==> src/mvpc_pkg.sv <==
// ----------------------------------------------------------------------------
// mvpc_pkg
// Types and constants for the mixing valve pulse controller.
// ----------------------------------------------------------------------------
package mvpc_pkg;

  localparam int unsigned TEMP_W    = 16;
  localparam int unsigned MAXT_W    = 15;
  localparam int unsigned BAND_W    = 10;
  localparam int unsigned TICK_W    = 8;
  localparam int unsigned CFG_IDX_W = 3;
  localparam int unsigned CFG_DAT_W = 16;
  localparam int unsigned EXT_W     = 18;

  typedef enum logic [1:0] {
    VALVE_STOP  = 2'd0,
    VALVE_OPEN  = 2'd1,
    VALVE_CLOSE = 2'd2
  } valve_t;

  typedef enum logic [CFG_IDX_W-1:0] {
    REG_SETPOINT    = 3'd0,
    REG_MAX_TEMP    = 3'd1,
    REG_DEADBAND    = 3'd2,
    REG_LARGE_ERROR = 3'd3,
    REG_REST_TICKS  = 3'd4,
    REG_OPEN_PULSE  = 3'd5,
    REG_CLOSE_PULSE = 3'd6
  } cfg_reg_t;

  localparam logic signed [TEMP_W-1:0] SETPOINT_RST    = 16'sd0;
  localparam logic [MAXT_W-1:0]        MAX_TEMP_RST    = 15'd440;
  localparam logic [BAND_W-1:0]        DEADBAND_RST    = 10'd10;
  localparam logic [BAND_W-1:0]        LARGE_ERROR_RST = 10'd50;
  localparam logic [TICK_W-1:0]        REST_TICKS_RST  = 8'd30;
  localparam logic [TICK_W-1:0]        OPEN_PULSE_RST  = 8'd5;
  localparam logic [TICK_W-1:0]        CLOSE_PULSE_RST = 8'd10;

  // Wait count for a request of n ticks; zero acts as one.
  function automatic logic [TICK_W-1:0] tick_wait(input logic [TICK_W-1:0] n);
    tick_wait = (n == '0) ? '0 : n - 1'b1;
  endfunction

endpackage

==> src/mixing_valve_pulse_controller_top.sv <==
// ----------------------------------------------------------------------------
// mixing_valve_pulse_controller_top
// Pump and three-way mixing valve pulse controller, one temperature sample
// per tick transaction.
// ----------------------------------------------------------------------------
// One tick transaction is accepted per clock cycle while in_stall is low. Each
// transaction goes through an input register and is decided by compare logic
// into the result register; a result is valid once it is in the result
// register and is taken at an edge where out_stall is low. Pump and valve state
// update as each result is registered. While a result is held by out_stall
// the input register takes one more transaction, then in_stall stays high
// until the result is taken.
// Configuration writes are taken any time but must only be issued while idle.
// ----------------------------------------------------------------------------
module mixing_valve_pulse_controller_top
  import mvpc_pkg::*;
(
  input  logic                        clk,
  input  logic                        rst_n,

  input  logic                        cfg_wr_en,
  input  logic [CFG_IDX_W-1:0]        cfg_addr,
  input  logic [CFG_DAT_W-1:0]        cfg_wdata,

  input  logic                        in_valid,
  output logic                        in_stall,
  input  logic signed [TEMP_W-1:0]    in_temp_out,

  output logic                        out_valid,
  input  logic                        out_stall,
  output logic                        out_pump_on,
  output logic [1:0]                  out_valve_cmd,
  output logic                        out_evaluated
);

  logic signed [TEMP_W-1:0] setpoint_r;
  logic [MAXT_W-1:0]        max_temp_r;
  logic [BAND_W-1:0]        deadband_r;
  logic [BAND_W-1:0]        large_error_r;
  logic [TICK_W-1:0]        rest_ticks_r;
  logic [TICK_W-1:0]        open_pulse_r;
  logic [TICK_W-1:0]        close_pulse_r;

  logic                     s1_valid_r;
  logic signed [TEMP_W-1:0] s1_temp_r;
  logic                     s1_adv;

  logic [TICK_W-1:0]        wait_left_r, wait_left_nxt;
  logic                     pump_r, pump_nxt;
  valve_t                   valve_r, valve_nxt;
  logic                     eval_nxt;

  logic                     out_valid_r;
  logic                     out_pump_r;
  valve_t                   out_valve_r;
  logic                     out_eval_r;

  logic signed [EXT_W-1:0]  sp_x, temp_x, maxt_x, db_x, big_x;
  logic signed [EXT_W-1:0]  cold_err, hot_err;
  logic                     invalid;

  // configuration registers
  always_ff @(posedge clk) begin
    if (!rst_n) begin
      setpoint_r    <= SETPOINT_RST;
      max_temp_r    <= MAX_TEMP_RST;
      deadband_r    <= DEADBAND_RST;
      large_error_r <= LARGE_ERROR_RST;
      rest_ticks_r  <= REST_TICKS_RST;
      open_pulse_r  <= OPEN_PULSE_RST;
      close_pulse_r <= CLOSE_PULSE_RST;
    end else if (cfg_wr_en) begin
      case (cfg_addr)
        REG_SETPOINT:    setpoint_r    <= cfg_wdata;
        REG_MAX_TEMP:    max_temp_r    <= cfg_wdata[MAXT_W-1:0];
        REG_DEADBAND:    deadband_r    <= cfg_wdata[BAND_W-1:0];
        REG_LARGE_ERROR: large_error_r <= cfg_wdata[BAND_W-1:0];
        REG_REST_TICKS:  rest_ticks_r  <= cfg_wdata[TICK_W-1:0];
        REG_OPEN_PULSE:  open_pulse_r  <= cfg_wdata[TICK_W-1:0];
        REG_CLOSE_PULSE: close_pulse_r <= cfg_wdata[TICK_W-1:0];
        default: ;
      endcase
    end
  end

  // input register
  assign s1_adv   = s1_valid_r && !(out_valid_r && out_stall);
  assign in_stall = s1_valid_r && !s1_adv;

  always_ff @(posedge clk) begin
    if (!rst_n) begin
      s1_valid_r <= 1'b0;
    end else if (!in_stall) begin
      s1_valid_r <= in_valid;
    end
  end

  always_ff @(posedge clk) begin
    if (in_valid && !in_stall) begin
      s1_temp_r <= in_temp_out;
    end
  end

  // decision
  assign sp_x     = EXT_W'(setpoint_r);
  assign temp_x   = EXT_W'(s1_temp_r);
  assign maxt_x   = signed'({{(EXT_W-MAXT_W){1'b0}}, max_temp_r});
  assign db_x     = signed'({{(EXT_W-BAND_W){1'b0}}, deadband_r});
  assign big_x    = signed'({{(EXT_W-BAND_W){1'b0}}, large_error_r});
  assign cold_err = sp_x - temp_x;
  assign hot_err  = temp_x - sp_x;
  assign invalid  = (sp_x <= 0) || (sp_x > maxt_x) || (temp_x > maxt_x);

  always_comb begin
    wait_left_nxt = wait_left_r;
    pump_nxt      = pump_r;
    valve_nxt     = valve_r;
    eval_nxt      = 1'b0;
    if (wait_left_r != '0) begin
      wait_left_nxt = wait_left_r - 1'b1;
    end else begin
      eval_nxt      = 1'b1;
      wait_left_nxt = '0;
      if (invalid) begin
        pump_nxt  = 1'b0;
        valve_nxt = VALVE_CLOSE;
      end else begin
        pump_nxt = 1'b1;
        priority if (valve_r != VALVE_STOP) begin
          valve_nxt     = VALVE_STOP;
          wait_left_nxt = tick_wait(rest_ticks_r);
        end else if (cold_err >= db_x) begin
          valve_nxt = VALVE_OPEN;
          if (cold_err > big_x) wait_left_nxt = tick_wait(open_pulse_r);
        end else if (hot_err >= db_x) begin
          valve_nxt = VALVE_CLOSE;
          if (hot_err > big_x) wait_left_nxt = tick_wait(close_pulse_r);
        end else begin
          valve_nxt = VALVE_STOP;
        end
      end
    end
  end

  always_ff @(posedge clk) begin
    if (!rst_n) begin
      wait_left_r <= '0;
      pump_r      <= 1'b0;
      valve_r     <= VALVE_STOP;
    end else if (s1_adv) begin
      wait_left_r <= wait_left_nxt;
      pump_r      <= pump_nxt;
      valve_r     <= valve_nxt;
    end
  end

  // result register
  always_ff @(posedge clk) begin
    if (!rst_n) begin
      out_valid_r <= 1'b0;
    end else if (s1_adv) begin
      out_valid_r <= 1'b1;
    end else if (!out_stall) begin
      out_valid_r <= 1'b0;
    end
  end

  always_ff @(posedge clk) begin
    if (s1_adv) begin
      out_pump_r  <= pump_nxt;
      out_valve_r <= valve_nxt;
      out_eval_r  <= eval_nxt;
    end
  end

  assign out_valid     = out_valid_r;
  assign out_pump_on   = out_pump_r;
  assign out_valve_cmd = out_valve_r;
  assign out_evaluated = out_eval_r;

endmodule
==> config.mk <==
export PLATFORM = sky130hd
export DESIGN_NAME = mixing_valve_pulse_controller_top
export DESIGN_NICKNAME = d
export VERILOG_FILES = /design/src/mvpc_pkg.sv /design/src/mixing_valve_pulse_controller_top.sv
export SDC_FILE = /design/constraint.sdc
export NUM_CORES = 1
export LEC_CHECK = 0
export BUFFER_PORTS_ARGS = -buffer_cell sky130_fd_sc_hd__clkbuf_2
export CAP_MARGIN = 10
export CORE_MARGIN = 4
export CORE_UTILIZATION = 65
export DETAILED_ROUTE_END_ITERATION = 7
export GPL_ROUTABILITY_DRIVEN = 1
export PLACE_DENSITY = 0.83
export REMOVE_ABC_BUFFERS = 1
export SLEW_MARGIN = 15
export SYNTH_ARGS = -nofsm -noshare
export SYNTH_HDL_FRONTEND = slang
export SYNTH_SLANG_ARGS = --single-unit
==> constraint.sdc <==
create_clock -name clk -period 5.38 [get_ports clk]
set_input_delay 0.538 -clock clk [delete_from_list [all_inputs] [get_ports clk]]
set_output_delay 0.538 -clock clk [all_outputs]
set_load 0.05 [all_outputs]
==> results.py, run 1 <==
metrics = {
    "outcome": {
        "status": "finished clean",
    },
    "yosys": {
        "ys_top_cells_by_area": "dfxtp_1 (22%), ha_1 (17%), nand2_1 (8.6%)",
        "seq_area_frac_synth_pct": 29.6,
        "syn_area_per_cell_um2": 8.10,
        "synth-edff-count": 20,
        "synth.cell_area_um2": 7990,
        "synth_cell_types": 69,
        "ys_ff_latch": 108,
        "async_flop_share_pct": 0,
        "synth-main-ff-cell": "dfxtp_1",
        "netlist.area_leader.share_pct": 22.0,
        "netlist_instances": 986,
        "yosysTopAreaCell": "dfxtp_1",
        "yosysWarnings": 0,
    },
    "grt": {
        "grt_overflow_total": 0,
        "track_usage_pct": 29.1,
        "grt_pass1_wl_mm": 33.2,
        "grt_pass1_vias": 6724,
        "antenna_found_initial": 0,
        "grt_max_degree": 58,
    },
    "layout": {
        "post-route-util_pct": 71.4,
        "area_growth_syn_to_layout_pct": 7.30,
        "ff_latch_area_um2": 2360,
        "final_area_um2": 8570,
        "fillers": 1004,
        "final_cell_count_no_fill": 1163,
        "multi_input_area_um2": 5150,
        "num_antenna_cells": 0,
        "drive_gt1_share_pct": 7.87,
        "num-nets-final": 1161,
    },
    "timing": {
        "period_needed_ns": 4.14,
        "hold_viol": 0,
        "skew_ns": 0.0116,
        "setup_viol": 0,
        "relSlewSlack_pct": 29.1,
        "finalSetupTns_ns": 0,
        "clock.fmax_ghz": 0.242,
        "worst_pin_slew_ns": 1.06,
        "period_share_pct": 76.9,
        "grt_setup_unrepaired": "false",
        "drv_slew": 0,
    },
    "worst_hold_path": {
        "hp-class": "input port to flop",
    },
    "clock_tree": {
        "htreeDepth": 3,
        "cts_root_buffer": "clkbuf_16",
        "clk_latency_ns": 0.36,
        "cts_tree": "built",
        "cts_setup_buffers": 0,
        "cts_num_sinks": 108,
        "hold_buffers": 0,
        "clk_pin_slew_worst_paths_ns": 0.08,
        "numCtsBuffers": 9,
        "clockBufferDepth": 2,
        "ctsResizeCount": 0,
    },
    "worst_setup_path": {
        "crit_slowest_cell": "nor4_1",
        "cp.required_ns": 5.63,
        "arrival_ns": 4.39,
        "cp_cell_sequence": "inv_1, ha_1, o211ai_1, a21oi_1, nor2_1, o21ai_0, a21o_1, a21oi_1, xnor2_1, ha_1, nand2_1, or2_2, o22ai_1, nor2_1, nor4_1, nor2_1, a31oi_1, o31ai_2",
        "path_class": "flop to flop",
        "cp-start-kind": "flop",
        "crit_top_cell": "nor2_1",
        "cpPeakStageDelay_ns": 0.47,
        "critPathMaxFanout": 8,
        "end_kind": "flop",
    },
    "power_and_ir_drop": {
        "power_uw": 2120,
        "power_density_nw_per_um2": 248,
        "leakagePower_uw": 0.00359,
        "peakVddDrop_v": 0.000278,
    },
    "route": {
        "routed_wl_mm": 20.3,
        "dr.pass1.iters": 5,
        "vias": 7122,
        "via_per_inst": 6.12,
        "drt_iter0_drc": 606,
        "drt-wirelength-per-cell_um": 17.5,
        "route.detailed.drc": 0,
        "drtAntennaViolNets": 0,
    },
    "placed_design": {
        "dp_cells": 1147,
        "io_buffers": 45,
        "place_area_um2": 8270,
        "routabilityCongestion": 0.935,
        "dp_hpwl_mm": 15.5,
    },
    "floorplanning": {
        "die_width_um": 119,
        "die_h_um": 119,
        "initial_core_util_pct": 66.5,
        "die_area_um2": 14100,
        "core_area_um2": 12000,
        "rows": 40,
        "ios": 46,
    },
    "run": {
        "maxCapViolCount": 0,
    },
}
-- worst max-delay path: cells and delay by family, from the launching register on --
| kind | cells | cell delay, ns |
|---|---|---|
| xor+xnor | 1 | 0.17 |
| fa+ha+maj | 2 | 0.77 |
| flops | 1 | 0.42 |
| compound gates | 8 | 1.36 |
| simple gates | 6 | 1.24 |
| buf+inv | 1 | 0.07 |
-- cell usage after synthesis (3+ instances only) --
cell type  instances
nor4_1            10
nand2_1          184
clkbuf_1          22
buf_4              3
inv_1             86
o211ai_1          20
buf_2              9
nor3_1            14
nand4_1            7
or2_2              5
xnor2_1           23
mux2_2             3
o31ai_1            3
o21ai_0           33
or4_1              5
nor3b_1            3
a21oi_1           53
a21o_1            20
nor2b_1           14
edfxtp_1          20
nand2b_1          10
o22ai_1            8
a31oi_1            8
nor2_1            46
and3_1             7
o21a_1             7
ha_1             108
nand3b_1           5
nand3_1           20
o2111ai_1          5
a21boi_0          59
or3_1              6
dfxtp_1           88
a211oi_1           4
a2111oi_0          3
xor2_1            20
-- report_power, final --
| group | total [µW] | internal [µW] | switching [µW] |
|---|---|---|---|
| clock network | 680 | 363 | 317 |
| registers | 892 | 861 | 31.1 |
| logic | 553 | 214 | 338 |
| total | 2120 | 1440 | 686 |
-- per-layer routing --
layer  vias to the layer above  wire length, µm  global-route usage, %
met2                       253             9370                   47.6
met1                      3315             9050                   38.5
met5                         -                0                      0
met4                         0              574                   11.8
met3                        46             1330                   4.32
li1                       3508                -                      -
-- worst paths after layout --
check,start,endpoint,slack (ns),cells after the start
max,setpoint_r[2],wait_left_r[0],1.24,18
min,in_temp_out[3],s1_temp_r[3],0.35,1
max reg2reg,setpoint_r[2],wait_left_r[0],1.24,18
min reg2reg,max_temp_r[10],max_temp_r[10],0.47,2
-- cells in the final DEF, fill, tap and decap left out, types with 23 or more instances in the layout --
cell type	n
inv_1	86
o21ai_0	33
ha_1	108
nor2_1	46
dfxtp_1	88
clkbuf_2	45
xnor2_1	23
a21oi_1	53
nand2_1	184
a21boi_0	59
-- final cells by class --
class / instances / share of cell area, %
clock buffers: 9 / 2.63
clock inverters: 7 / 0.876
inverters: 86 / 3.77
multi-input cells: 757 / 60.1
flip-flops and latches: 108 / 27.6
well taps: 147 / 2.15
repair buffers: 49 / 2.98
-- stage by stage --
| step | worst slack [ns] | hold WS [ns] |
|---|---|---|
| 6_report | 1.24 | 0.351 |
| 5_1_grt | 0.806 | 0.344 |
| 4_1_cts | 1.29 | 0.340 |
| 3_5_place_dp | 1.31 | 0.460 |
| 3_3_place_gp | 1.35 | 0.451 |
| 2_1_floorplan | 1.82 | 0.443 |
-- registers in the layout, indices dropped and copies added, names as in the netlist, 10 cells and up --
register,count
large_error_r,10
max_temp_r,15
setpoint_r,16
deadband_r,10
s1_temp_r,16
-- cell families after synthesis --
logic type / Yosys count / synth area share, %
compound gates: 256 / 22.1
xor+xnor: 43 / 4.71
fa+ha+maj: 110 / 17.4
buf+inv: 121 / 6.06
flops: 108 / 29.6
mux: 4 / 0.548
simple gates: 344 / 19.6
No activity file was read; power rests on OpenSTA's default activity.
==> inputs of run 2 (changes only) <==
--- a/config.mk
+++ b/config.mk
@@ -8,10 +8,10 @@
 export BUFFER_PORTS_ARGS = -buffer_cell sky130_fd_sc_hd__clkbuf_2
 export CAP_MARGIN = 10
 export CORE_MARGIN = 4
-export CORE_UTILIZATION = 65
+export CORE_UTILIZATION = 56
 export DETAILED_ROUTE_END_ITERATION = 7
 export GPL_ROUTABILITY_DRIVEN = 1
-export PLACE_DENSITY = 0.83
+export PLACE_DENSITY = 0.76
 export REMOVE_ABC_BUFFERS = 1
 export SLEW_MARGIN = 15
 export SYNTH_ARGS = -nofsm -noshare
==> constraint.sdc (replaced) <==
create_clock -name clk -period 3.7 [get_ports clk]
set_input_delay 0.37 -clock clk [delete_from_list [all_inputs] [get_ports clk]]
set_output_delay 0.37 -clock clk [all_outputs]
set_load 0.05 [all_outputs]
==> results.py, run 2 (synthesis results as in run 1) <==
metrics = {
    "timing": {
        "clock.fmax_ghz": 0.265,
        "drv_slew": 0,
        "period_share_pct": 102,
        "grt_setup_unrepaired": "true",
        "skew_ns": 0.00837,
        "relSlewSlack_pct": 30.1,
        "setup_slack_ns": -0.0690,
        "period_needed_ns": 3.77,
        "hold_viol": 0,
        "worst_pin_slew_ns": 1.03,
        "setup_viol": 8,
    },
    "floorplanning": {
        "core_area_um2": 13900,
        "die_width_um": 127,
        "ios": 46,
        "die_area_um2": 16200,
        "rows": 43,
        "die_h_um": 127,
        "initial_core_util_pct": 57.3,
    },
    "placed_design": {
        "dp_cells": 1219,
        "dp_hpwl_mm": 15.7,
        "place_area_um2": 8610,
        "io_buffers": 45,
        "routabilityCongestion": 0.907,
        "pre_cts_slack_ns": -0.252,
    },
    "grt": {
        "track_usage_pct": 26.3,
        "grt_pass1_wl_mm": 34.3,
        "grt_pass1_vias": 6865,
        "grt_max_degree": 48,
        "antenna_found_initial": 0,
        "grt_overflow_total": 0,
    },
    "layout": {
        "num_antenna_cells": 0,
        "mostFrequentLayoutCell": "nand2_1",
        "num-nets-final": 1207,
        "mostFrequentLayoutCells": "nand2_1 (183), ha_1 (103), dfxtp_1 (87)",
        "final_cell_count_no_fill": 1242,
        "drive_gt1_share_pct": 15.3,
        "post-route-util_pct": 66.3,
        "area_growth_syn_to_layout_pct": 15.6,
        "top_regs": "s1_temp_r: 16 flops, setpoint_r: 16 flops, max_temp_r: 15 flops",
        "final_area_um2": 9240,
    },
    "clock_tree": {
        "cts_num_sinks": 108,
        "hold_buffers": 0,
        "clockBufferDepth": 2,
        "numCtsBuffers": 9,
        "cts_tree": "built",
        "clk_pin_slew_worst_paths_ns": 0.07,
        "cts_root_buffer": "clkbuf_16",
        "htreeDepth": 3,
        "clk_latency_ns": 0.36,
    },
    "worst_setup_path": {
        "cp_cell_sequence": "inv_2, ha_4, inv_2, fa_2, a21o_1, a2111oi_4, buf_4, xnor2_4, ha_4, a22o_1, nor4_2, o31ai_1, a21o_1, a21oi_2, nor3_4, o31ai_4, or3_4, o31ai_2",
        "r2r_cells": 18,
        "cp.required_ns": 3.98,
        "path_class": "flop to flop",
        "cpPeakStageDelay_ns": 0.44,
        "end_kind": "flop",
        "crit_slowest_cell": "edfxtp_1",
        "arrival_ns": 4.05,
        "critPathMaxFanout": 8,
        "cp-start-kind": "flop",
    },
    "outcome": {
        "status": "complete, but fails checks",
        "violations": "negative setup slack",
    },
    "route": {
        "drt_iter0_drc": 598,
        "drtAntennaViolNets": 0,
        "via_per_inst": 5.84,
        "vias": 7249,
        "routed_wl_mm": 21.1,
        "dr.pass1.iters": 5,
        "drt-wirelength-per-cell_um": 17.0,
        "route.detailed.drc": 0,
    },
    "power_and_ir_drop": {
        "peakVddDrop_v": 0.000325,
        "power_density_nw_per_um2": 353,
        "leakagePower_uw": 0.00387,
    },
    "worst_hold_path": {
        "hp-class": "input port to flop",
        "hold_path_depth": 1,
    },
    "run": {
        "maxCapViolCount": 0,
    },
}
-- run 2: changes by cell type in the layout (fill, tap and decap cells not counted), sizes merged --
cell | before | now
clkbuf | 54 | 57
clkinvlp | 3 | 0
buf | 4 | 50
-- run 2: timing repair --
| action | 4_1_cts | 5_1_grt |
|---|---|---|
| setup buffers | 5 | 5 |
| pin swaps | 7 | 22 |
| resized for setup | 23 | 32 |
| endpoints found under the setup margin | 9 | 12 |
-- run 2: per-stage QoR --
step	setup TNS, ns	power [µW]	hold slack, ns
finish	-0.206	3260	0.181
global route	-1.65	3430	0.165
CTS	0	3210	0.168
detailed placement	-1.91	2160	0.461
global placement	-0.543	2140	0.450
floorplan	0	1880	0.442
-- run 2: report_power, final --
part / switching (µW) / total, µW / leakage, µW / internal [µW]
clock network: 453 / 1020 / 0.000152 / 566
registers: 42.7 / 1290 / 0.000909 / 1250
logic: 551 / 947 / 0.00281 / 396
total: 1050 / 3260 / 0.00387 / 2210
-- run 2: final timing paths --
kind | start | end | slack [ns]
setup / recovery | s1_temp_r[0] | wait_left_r[0] | -0.07
hold / removal | in_temp_out[10] | s1_temp_r[10] | 0.18
setup reg to reg | s1_temp_r[0] | wait_left_r[0] | -0.07
hold reg to reg | max_temp_r[2] | max_temp_r[2] | 0.47
-- run 2: metal layers --
metal  part of all wire, %  vias to the layer above  global-route usage (%)
met2                    47                      221                    43.9
li1                      -                     3596                       -
met1                    44                     3390                    35.0
met5                     0                        -                       0
met3                   6.1                       42                    4.18
met4                   2.4                        0                    8.14
-- run 2: critical path, delay by kind of cell, from the launching register on --
| kind | cells | cell delay (ns) |
|---|---|---|
| DFF | 1 | 0.44 |
| buffers and inverters | 3 | 0.34 |
| xor gates and xnor gates | 1 | 0.14 |
| AOI/OAI and AO/OA | 8 | 1.42 |
| adders and majority gates | 3 | 0.63 |
| and+or+nand+nor | 3 | 0.71 |
-- run 2: final cells by class --
| class | instances | area [µm²] |
|---|---|---|
| clock inverter | 4 | 46.3 |
| inverter | 86 | 323 |
| multi-input combinational | 757 | 5420 |
| clock buffer | 12 | 258 |
| sequential | 108 | 2370 |
| tap | 180 | 225 |
| fill | 1167 | 4700 |
| timing repair buffer | 95 | 604 |
